### config.mk
export PLATFORM = sky130hd
export DESIGN_NAME = file_transfer_crc_verifier_top
export DESIGN_NICKNAME = d
export VERILOG_FILES = /design/src/design/ftcv_pkg.sv /design/src/design/ftcv_front.sv /design/src/design/ftcv_back.sv /design/src/design/file_transfer_crc_verifier_top.sv
export SDC_FILE = /design/constraint.sdc
export NUM_CORES = 1
export LEC_CHECK = 0
export ABC_AREA = 1
export ABC_CLOCK_PERIOD_IN_PS = 9900
export BUFFER_PORTS_ARGS = -buffer_cell sky130_fd_sc_hd__buf_2
export CORE_MARGIN = 5
export CORE_UTILIZATION = 47
export CTS_CLUSTER_DIAMETER = 30
export DETAILED_ROUTE_END_ITERATION = 10
export GPL_TIMING_DRIVEN = 0
export PLACE_DENSITY_LB_ADDON = 0.08
export SYNTH_ARGS = -nofsm -noshare
export SYNTH_HDL_FRONTEND = slang
export SYNTH_HIERARCHICAL = 1
export SYNTH_SLANG_ARGS = --single-unit
### constraint.sdc
create_clock -name clk -period 9.9 [get_ports clk]
set_clock_uncertainty 0.05 [all_clocks]
set_input_delay 1.485 -clock clk [delete_from_list [all_inputs] [get_ports clk]]
set_output_delay 1.485 -clock clk [all_outputs]
set_load 0.01 [all_outputs]
### src/design/ftcv_pkg.sv
// ----------------------------------------------------------------------------
// ftcv_pkg: shared types and constants of the file transfer CRC verifier
// Opcodes, result codes, the decoded command word and the CRC byte step.
// ----------------------------------------------------------------------------
package ftcv_pkg;

  // Largest frame on the link, header included, and the header size.
  localparam int MAX_FRAME    = 520;
  localparam int HEADER_BYTES = 4;

  // Longest payload that still fits in one frame.
  localparam logic [10:0] FRAME_LEN_LIMIT = 11'(MAX_FRAME - HEADER_BYTES);

  localparam logic [31:0] CRC_POLY            = 32'hEDB8_8320;
  localparam logic [31:0] ALL_ONES            = 32'hFFFF_FFFF;
  localparam logic [31:0] PROGRESS_STEP_RESET = 32'd131072;

  // Input opcodes.
  localparam logic [2:0] OP_START  = 3'd0;
  localparam logic [2:0] OP_HEADER = 3'd1;
  localparam logic [2:0] OP_BYTE   = 3'd2;
  localparam logic [2:0] OP_GAP    = 3'd3;
  localparam logic [2:0] OP_FINISH = 3'd4;

  // Result kinds.
  localparam logic [1:0] KIND_START  = 2'd0;
  localparam logic [1:0] KIND_FRAME  = 2'd1;
  localparam logic [1:0] KIND_FINISH = 2'd2;

  // Result status codes.
  localparam logic [2:0] ST_OK         = 3'd0;
  localparam logic [2:0] ST_GAP        = 3'd1;
  localparam logic [2:0] ST_SIZE       = 3'd2;
  localparam logic [2:0] ST_CHECKSUM   = 3'd3;
  localparam logic [2:0] ST_IDLE       = 3'd4;
  localparam logic [2:0] ST_FRAME_REJ  = 3'd5;
  localparam logic [2:0] ST_START_REJ  = 3'd6;

  // Configuration register indexes.
  localparam logic [1:0] REG_EXPECTED_SIZE = 2'd0;
  localparam logic [1:0] REG_EXPECTED_CRC  = 2'd1;
  localparam logic [1:0] REG_PROGRESS_STEP = 2'd2;

  // Decoded command kinds passed from the front to the back.
  typedef enum logic [2:0] {
    CMD_START,
    CMD_HEADER,
    CMD_BYTE,
    CMD_GAP,
    CMD_FINISH
  } cmd_kind_t;

  // One classified word waiting for execution.
  typedef struct packed {
    cmd_kind_t   kind;
    logic [31:0] offset;
    logic [9:0]  length;
    logic [7:0]  data;
    logic        too_long;
  } cmd_t;

  // One result word waiting to be popped.
  typedef struct packed {
    logic [1:0]  kind;
    logic [2:0]  status;
    logic [31:0] received_bytes;
    logic [31:0] crc_value;
    logic        progress;
  } result_t;

  // Reflected CRC-32 update by one byte, eight bit steps unrolled.
  function automatic logic [31:0] crc_byte(input logic [31:0] crc_in, input logic [7:0] b);
    logic [31:0] c;
    c = crc_in ^ {24'd0, b};
    for (int k = 0; k < 8; k++) begin
      c = (c >> 1) ^ (CRC_POLY & {32{c[0]}});
    end
    return c;
  endfunction

endpackage

### src/design/ftcv_front.sv
// ----------------------------------------------------------------------------
// ftcv_front: input side of the verifier
// Accepts words, decodes the opcode, checks frame length, and holds the
// classified commands in a two-entry queue for the back end.
// ----------------------------------------------------------------------------
module ftcv_front
  import ftcv_pkg::*;
(
  input  logic        clk,
  input  logic        rst,
  input  logic        push,
  output logic        full,
  input  logic [2:0]  op,
  input  logic [31:0] frame_offset,
  input  logic [9:0]  payload_length,
  input  logic [7:0]  data_byte,
  output logic        cmd_valid,
  output cmd_t        cmd,
  input  logic        cmd_pop
);

  cmd_t        q [2];
  logic        wr_ptr;
  logic        rd_ptr;
  logic [1:0]  count;
  logic        accept;
  logic        op_known;
  logic        q_write;
  cmd_t        decoded;

  assign full      = (count == 2'd2);
  assign cmd_valid = (count != 2'd0);
  assign cmd       = q[rd_ptr];
  assign accept    = push && !full;
  assign q_write   = accept && op_known;

  // Classify the incoming word; unknown opcodes are dropped here.
  always_comb begin
    op_known         = 1'b1;
    decoded.kind     = CMD_GAP;
    decoded.offset   = frame_offset;
    decoded.length   = payload_length;
    decoded.data     = data_byte;
    decoded.too_long = ({1'b0, payload_length} > FRAME_LEN_LIMIT);
    case (op)
      OP_START:  decoded.kind = CMD_START;
      OP_HEADER: decoded.kind = CMD_HEADER;
      OP_BYTE:   decoded.kind = CMD_BYTE;
      OP_GAP:    decoded.kind = CMD_GAP;
      OP_FINISH: decoded.kind = CMD_FINISH;
      default:   op_known = 1'b0;
    endcase
  end

  // Queue storage carries no reset.
  always_ff @(posedge clk) begin
    if (q_write) begin
      q[wr_ptr] <= decoded;
    end
  end

  // Queue pointers and fill count.
  always_ff @(posedge clk) begin
    if (rst) begin
      wr_ptr <= 1'b0;
      rd_ptr <= 1'b0;
      count  <= 2'd0;
    end else begin
      if (q_write) begin
        wr_ptr <= ~wr_ptr;
      end
      if (cmd_pop) begin
        rd_ptr <= ~rd_ptr;
      end
      case ({q_write, cmd_pop})
        2'b10:   count <= count + 2'd1;
        2'b01:   count <= count - 2'd1;
        default: count <= count;
      endcase
    end
  end

endmodule

### src/design/ftcv_back.sv
// ----------------------------------------------------------------------------
// ftcv_back: execution side of the verifier
// Holds configuration and transfer state and queues results; with room in
// that queue, runs one command per cycle (CRC step, bookkeeping, verdict).
// ----------------------------------------------------------------------------
module ftcv_back
  import ftcv_pkg::*;
(
  input  logic        clk,
  input  logic        rst,
  input  logic        cfg_valid,
  output logic        cfg_ready,
  input  logic [1:0]  cfg_index,
  input  logic [31:0] cfg_data,
  input  logic        cmd_valid,
  input  cmd_t        cmd,
  output logic        cmd_pop,
  output logic        empty,
  input  logic        pop,
  output logic [1:0]  kind,
  output logic [2:0]  status,
  output logic [31:0] received_bytes,
  output logic [31:0] crc_value,
  output logic        progress
);

  // Configuration registers.
  logic [31:0] expected_size;
  logic [31:0] expected_crc;
  logic [31:0] progress_step;

  // Transfer state.
  logic        active,          active_next;
  logic        gap_seen,        gap_seen_next;
  logic [31:0] received_count,  received_count_next;
  logic [31:0] crc_register,    crc_register_next;
  logic [31:0] next_mark,       next_mark_next;
  logic        in_frame,        in_frame_next;
  logic [31:0] current_offset,  current_offset_next;
  logic [9:0]  bytes_left,      bytes_left_next;
  logic        crc_enabled,     crc_enabled_next;

  // Result queue.
  result_t     rq [2];
  logic        rq_wr_ptr;
  logic        rq_rd_ptr;
  logic [1:0]  rq_count;
  logic        rq_room;
  logic        rq_write;
  logic        rq_read;

  logic        exec;
  logic        emit;
  logic [1:0]  res_kind;
  logic [2:0]  res_status;
  logic        res_progress;
  logic [31:0] offset_inc;
  logic        complete;
  logic [31:0] complete_count;
  result_t     res;

  assign cfg_ready = 1'b1;

  // Configuration writes; indexes beyond the list are ignored.
  always_ff @(posedge clk) begin
    if (rst) begin
      expected_size <= 32'd0;
      expected_crc  <= 32'd0;
      progress_step <= PROGRESS_STEP_RESET;
    end else if (cfg_valid) begin
      case (cfg_index)
        REG_EXPECTED_SIZE: expected_size <= cfg_data;
        REG_EXPECTED_CRC:  expected_crc  <= cfg_data;
        REG_PROGRESS_STEP: progress_step <= cfg_data;
        default:           expected_size <= expected_size;
      endcase
    end
  end

  // A command runs only when the result queue has a free slot or is being popped.
  assign empty   = (rq_count == 2'd0);
  assign rq_read = pop && !empty;
  assign rq_room = (rq_count != 2'd2) || rq_read;
  assign exec    = cmd_valid && rq_room;
  assign cmd_pop = exec;

  assign offset_inc = current_offset + 32'd1;

  // Command execution: next state and the result word.
  always_comb begin
    active_next         = active;
    gap_seen_next       = gap_seen;
    received_count_next = received_count;
    crc_register_next   = crc_register;
    next_mark_next      = next_mark;
    in_frame_next       = in_frame;
    current_offset_next = current_offset;
    bytes_left_next     = bytes_left;
    crc_enabled_next    = crc_enabled;
    emit                = 1'b0;
    res_kind            = KIND_START;
    res_status          = ST_OK;
    complete            = 1'b0;
    complete_count      = current_offset;
    case (cmd.kind)
      CMD_START: begin
        active_next     = 1'b0;
        in_frame_next   = 1'b0;
        bytes_left_next = 10'd0;
        emit            = 1'b1;
        res_kind        = KIND_START;
        if (expected_size == 32'd0) begin
          res_status = ST_START_REJ;
        end else begin
          received_count_next = 32'd0;
          crc_register_next   = ALL_ONES;
          next_mark_next      = progress_step;
          gap_seen_next       = 1'b0;
          active_next         = 1'b1;
        end
      end
      CMD_HEADER: begin
        in_frame_next   = 1'b0;
        bytes_left_next = 10'd0;
        if (!active) begin
          emit       = 1'b1;
          res_kind   = KIND_FRAME;
          res_status = ST_IDLE;
        end else if (cmd.too_long) begin
          emit       = 1'b1;
          res_kind   = KIND_FRAME;
          res_status = ST_FRAME_REJ;
        end else begin
          if (cmd.offset > received_count) begin
            gap_seen_next = 1'b1;
          end
          crc_enabled_next    = (cmd.offset == received_count);
          current_offset_next = cmd.offset;
          bytes_left_next     = cmd.length;
          in_frame_next       = 1'b1;
          // An empty frame completes at its header.
          if (cmd.length == 10'd0) begin
            complete       = 1'b1;
            complete_count = cmd.offset;
          end
        end
      end
      CMD_BYTE: begin
        if (in_frame && (bytes_left != 10'd0)) begin
          if (crc_enabled) begin
            crc_register_next = crc_byte(crc_register, cmd.data);
          end
          current_offset_next = offset_inc;
          bytes_left_next     = bytes_left - 10'd1;
          if (bytes_left == 10'd1) begin
            complete       = 1'b1;
            complete_count = offset_inc;
          end
        end
      end
      CMD_GAP: begin
        gap_seen_next = 1'b1;
      end
      CMD_FINISH: begin
        emit     = 1'b1;
        res_kind = KIND_FINISH;
        if (!active) begin
          res_status = ST_IDLE;
        end else begin
          in_frame_next   = 1'b0;
          bytes_left_next = 10'd0;
          active_next     = 1'b0;
          if (gap_seen) begin
            res_status = ST_GAP;
          end else if (received_count != expected_size) begin
            res_status = ST_SIZE;
          end else if (~crc_register != expected_crc) begin
            res_status = ST_CHECKSUM;
          end else begin
            res_status = ST_OK;
          end
        end
      end
      default: begin
        emit = 1'b0;
      end
    endcase

    // Frame completion: commit the count and check the progress mark.
    res_progress = 1'b0;
    if (complete) begin
      received_count_next = complete_count;
      in_frame_next       = 1'b0;
      bytes_left_next     = 10'd0;
      emit                = 1'b1;
      res_kind            = KIND_FRAME;
      res_status          = ST_OK;
      if (active && (complete_count >= next_mark)) begin
        next_mark_next = next_mark + progress_step;
        res_progress   = 1'b1;
      end
    end
  end

  assign res.kind           = res_kind;
  assign res.status         = res_status;
  assign res.received_bytes = received_count_next;
  assign res.crc_value      = ~crc_register_next;
  assign res.progress       = res_progress;
  assign rq_write           = exec && emit;

  // Transfer state registers.
  always_ff @(posedge clk) begin
    if (rst) begin
      active         <= 1'b0;
      gap_seen       <= 1'b0;
      received_count <= 32'd0;
      crc_register   <= ALL_ONES;
      next_mark      <= 32'd0;
      in_frame       <= 1'b0;
      current_offset <= 32'd0;
      bytes_left     <= 10'd0;
      crc_enabled    <= 1'b0;
    end else if (exec) begin
      active         <= active_next;
      gap_seen       <= gap_seen_next;
      received_count <= received_count_next;
      crc_register   <= crc_register_next;
      next_mark      <= next_mark_next;
      in_frame       <= in_frame_next;
      current_offset <= current_offset_next;
      bytes_left     <= bytes_left_next;
      crc_enabled    <= crc_enabled_next;
    end
  end

  // Result queue storage carries no reset.
  always_ff @(posedge clk) begin
    if (rq_write) begin
      rq[rq_wr_ptr] <= res;
    end
  end

  // Result queue pointers and fill count.
  always_ff @(posedge clk) begin
    if (rst) begin
      rq_wr_ptr <= 1'b0;
      rq_rd_ptr <= 1'b0;
      rq_count  <= 2'd0;
    end else begin
      if (rq_write) begin
        rq_wr_ptr <= ~rq_wr_ptr;
      end
      if (rq_read) begin
        rq_rd_ptr <= ~rq_rd_ptr;
      end
      case ({rq_write, rq_read})
        2'b10:   rq_count <= rq_count + 2'd1;
        2'b01:   rq_count <= rq_count - 2'd1;
        default: rq_count <= rq_count;
      endcase
    end
  end

  // Oldest waiting result on the output ports.
  assign kind           = rq[rq_rd_ptr].kind;
  assign status         = rq[rq_rd_ptr].status;
  assign received_bytes = rq[rq_rd_ptr].received_bytes;
  assign crc_value      = rq[rq_rd_ptr].crc_value;
  assign progress       = rq[rq_rd_ptr].progress;

endmodule

### src/design/file_transfer_crc_verifier_top.sv
// ----------------------------------------------------------------------------
// file_transfer_crc_verifier_top: CRC-32 checker for framed file transfers
// Usage:
//   Input words enter through push/full with op, frame_offset,
//   payload_length and data_byte; a word is taken when push is high and
//   full is low. Results leave through empty/pop: the oldest result sits
//   on kind, status, received_bytes, crc_value and progress while empty is
//   low, and is taken when pop is high. Registers (expected size, expected
//   CRC, progress step) are written through cfg_valid/cfg_ready with
//   cfg_index and cfg_data; cfg_ready is always high, and writes belong
//   only in quiet periods between transfers.
//   One word is taken every cycle while full is low. A word that gives a
//   result is first registered in the command queue, where the execution
//   unit runs its CRC byte step and state update on it; its result is then
//   written to the result queue and shows on the output ports from there.
//   When the receiver stalls, the two-entry result queue fills, execution
//   holds, the two-entry command queue fills and full rises; nothing is lost.
//   Synchronous reset empties both queues, closes any transfer and loads
//   the register defaults (progress step 131072).
// ----------------------------------------------------------------------------
module file_transfer_crc_verifier_top
  import ftcv_pkg::*;
(
  input  logic        clk,
  input  logic        rst,
  input  logic        push,
  output logic        full,
  input  logic [2:0]  op,
  input  logic [31:0] frame_offset,
  input  logic [9:0]  payload_length,
  input  logic [7:0]  data_byte,
  output logic        empty,
  input  logic        pop,
  output logic [1:0]  kind,
  output logic [2:0]  status,
  output logic [31:0] received_bytes,
  output logic [31:0] crc_value,
  output logic        progress,
  input  logic        cfg_valid,
  output logic        cfg_ready,
  input  logic [1:0]  cfg_index,
  input  logic [31:0] cfg_data
);

  logic cmd_valid;
  logic cmd_pop;
  cmd_t cmd;

  // Front end: accept and classify words.
  ftcv_front u_front (
    .clk            (clk),
    .rst            (rst),
    .push           (push),
    .full           (full),
    .op             (op),
    .frame_offset   (frame_offset),
    .payload_length (payload_length),
    .data_byte      (data_byte),
    .cmd_valid      (cmd_valid),
    .cmd            (cmd),
    .cmd_pop        (cmd_pop)
  );

  // Back end: run commands and queue results.
  ftcv_back u_back (
    .clk            (clk),
    .rst            (rst),
    .cfg_valid      (cfg_valid),
    .cfg_ready      (cfg_ready),
    .cfg_index      (cfg_index),
    .cfg_data       (cfg_data),
    .cmd_valid      (cmd_valid),
    .cmd            (cmd),
    .cmd_pop        (cmd_pop),
    .empty          (empty),
    .pop            (pop),
    .kind           (kind),
    .status         (status),
    .received_bytes (received_bytes),
    .crc_value      (crc_value),
    .progress       (progress)
  );

endmodule
==> impl_metrics.toml <==
[status]
outcome = "finished clean"

[grt]
grt_usage = 0.293
antenna_found_initial = 2
grt_pass1_wl_um = 148000
grt_max_degree = 55
grt-ovfl-total = 0
grt_pass1_vias = 24026

[layout]
layout-drive-gt1-share = 0.154
fin_nets = 3993
area_growth_pct = 20.0
n_antenna_cell = 0
finalNonFillerCells = 4677

[timing]
fmax_mhz = 168
setup_viol = 0
post-route-period-util = 0.600
layout_min_cycle_time_ps = 5940
setup_ws_ps = 3960
drv_slew = 0
relSlewSlack = 0.0761
rsz0062_at_grt = "no"
finalHoldViolations = 0
finalSetupTns_ps = 0
worst_pin_slew_ps = 1380

[floorplanning]
io_pins = 165
placementRows = 90
die_area_um2 = 65500
core_region_area_um2 = 60100
die_height_um = 256
fp.dieW_um = 256
initial_core_util = 0.472

[logic_synthesis]
syn_area_um2 = 28400
ys_seq_area_frac = 0.437
synth_fp_nets = 3714
synth.distinct_cells = 60
ys_ff_latch = 496
syn_avg_cell_area_um2 = 8.07
async_reset_ff_frac = 0
yosysMostFrequentCell = "nand2_1"
syn_inst = 3521
synth_top_cell_area_share = 0.262
synthTopCellsByCount = "823 x nand2_1, 367 x inv_1, 319 x a21oi_1"
yosys_warnings = 6
synth_ff_type = "edfxtp_1"
synth.area.top_cells = "edfxtp_1 26%, dfxtp_1 17%, nand2_1 11%, a21oi_1 5.6%, inv_1 4.8%"
synth_edf_count = 248
yosys.area.top_type = "edfxtp_1"

[drt]
drc = 0
post_drt_wl_per_cell_um = 21.3
via_per_inst = 5.50
wl_um = 99700
routed-via-count = 25712
first_iter_violations = 2640
postRouteAntennaNets = 0
dr.pass1.iters = 6

[job]
cap_viol_max_count = 0

[cts]
h-tree-depth = 3
worst_skew_pair.late_latency_ps = 650
cts.clk_slew.worst_paths_ps = 50
ctsResizeCount = 0
ctsRootBufferMaster = "clkbuf_16"
cts_tree = "yes"
numCtsBuffers = 109
ctsHoldBuffers = 0
post_cts_buffers = 0
cts.sinks = 496
cts_buffer_depth = 3

[placement]
dp_hpwl_um = 77100
place_ws_ps = 4100
place_inst = 4471
place_congestion = 0.963
port_buffers = 163

[critical_path]
critPathRequiredTime_ps = 10340
cp-end-kind = "register"
crit_type = "reg -> reg"
cp_max_fo = 10
crit_arrival_ps = 6380
cp-start-kind = "register"
reg2reg_slack_ps = 3960
worst-r2r-cell-count = 24

[pwr]
power.density_nw_per_um2 = 287
ir_worst_vdd_v = 0.000170
power_uw = 9780
p_leak_uw = 0.0147

[worst_hold_path]
holdPathStages = 1
hp-class = "reg -> reg"
[flip-flops by register name (all words and copies together) (netlist names), 2 cells and up, named ones only]
signal	count
u_back/rq	140
u_front/count	2
u_back/bytes_left	10
u_back/next_mark	32
u_back/progress_step	32
u_back/expected_size	32
u_back/rq_count	2
u_back/received_count	32
u_front/q	108
u_back/expected_crc	32
u_back/current_offset	32
u_back/crc_register	32
[kinds of logic after synthesis]
kind of cell | count (synthesis) | synth area share
other cells | 1 | 0.000132
compound gates | 717 | 0.135
flops | 496 | 0.437
simple gates | 1424 | 0.210
buf+inv | 525 | 0.0757
mux | 124 | 0.0558
xor+xnor | 133 | 0.0421
fa+ha+maj | 101 | 0.0447
[power by group]
group / total (µW) / internal, µW / switching [µW]
Combinational: 3350 / 1150 / 2200
Sequential: 2780 / 2550 / 229
Clock: 3650 / 2470 / 1180
[final timing paths]
check	start	end
worst min register to register	u_back/rq_rd_ptr	register
worst max register to register	register	u_back/next_mark[16]
worst min-delay path	u_back/rq_rd_ptr	register
worst max-delay path	register	u_back/next_mark[16]
[area by class of cell]
class | count | area [µm²]
well taps | 782 | 978
clock buffers | 138 | 2990
inverters | 384 | 1450
multi-input cells | 2500 | 13900
clock inverters | 68 | 772
plain buffers | 141 | 706
flip-flops and latches | 496 | 12400
repair buffers | 168 | 923
fillers | 5649 | 26000
[per-stage QoR]
step | util | hold slack, ps | area, µm²
after detailed placement | 0.504 | 396 | 30300
after CTS | 0.567 | 399 | 34100
after global placement | 0.502 | 387 | 30200
final | 0.567 | 394 | 34100
after global routing | 0.567 | 416 | 34100
after floorplan | - | 376 | 28400
[worst max-delay path, cell delays in order, from the launching register on]
cell	delay, ps
dfxtp_1	330
buf_6	210
buf_12	190
mux2_4	300
buf_2	220
nor2_2	480
inv_2	190
nor2_1	420
nor2_1	210
inv_1	220
clkbuf_1	450
o21ai_0	330
ha_1	390
nand2_1	70
nor2_1	140
nand2_1	80
nor2_1	150
nand2_1	70
nand3_1	140
nand2_1	130
nor2_1	410
buf_2	320
nand2_1	100
nand3_1	80
a21oi_1	80
[placed cells by master, fill, tap and decap left out, types with 81 or more instances in the layout]
cell type,n
a21oi_1,319
buf_2,194
clkbuf_1,101
clkbuf_16,113
dfxtp_1,248
edfxtp_1,248
ha_1,100
inv_1,365
nand2_1,823
nand3_1,163
nor2_1,290
o21ai_0,269
xor2_1,81
[layer usage]
metal / vias to the layer above / GRT usage / part of all wire
met3: 216 / 0.0518 / 0.080
met1: 11995 / 0.395 / 0.43
met4: 2 / 0.114 / 0.040
met5: - / 0 / 0.00013
li1: 12390 / - / -
met2: 1109 / 0.474 / 0.45
Note: power is estimated with default switching activity, not from simulation.
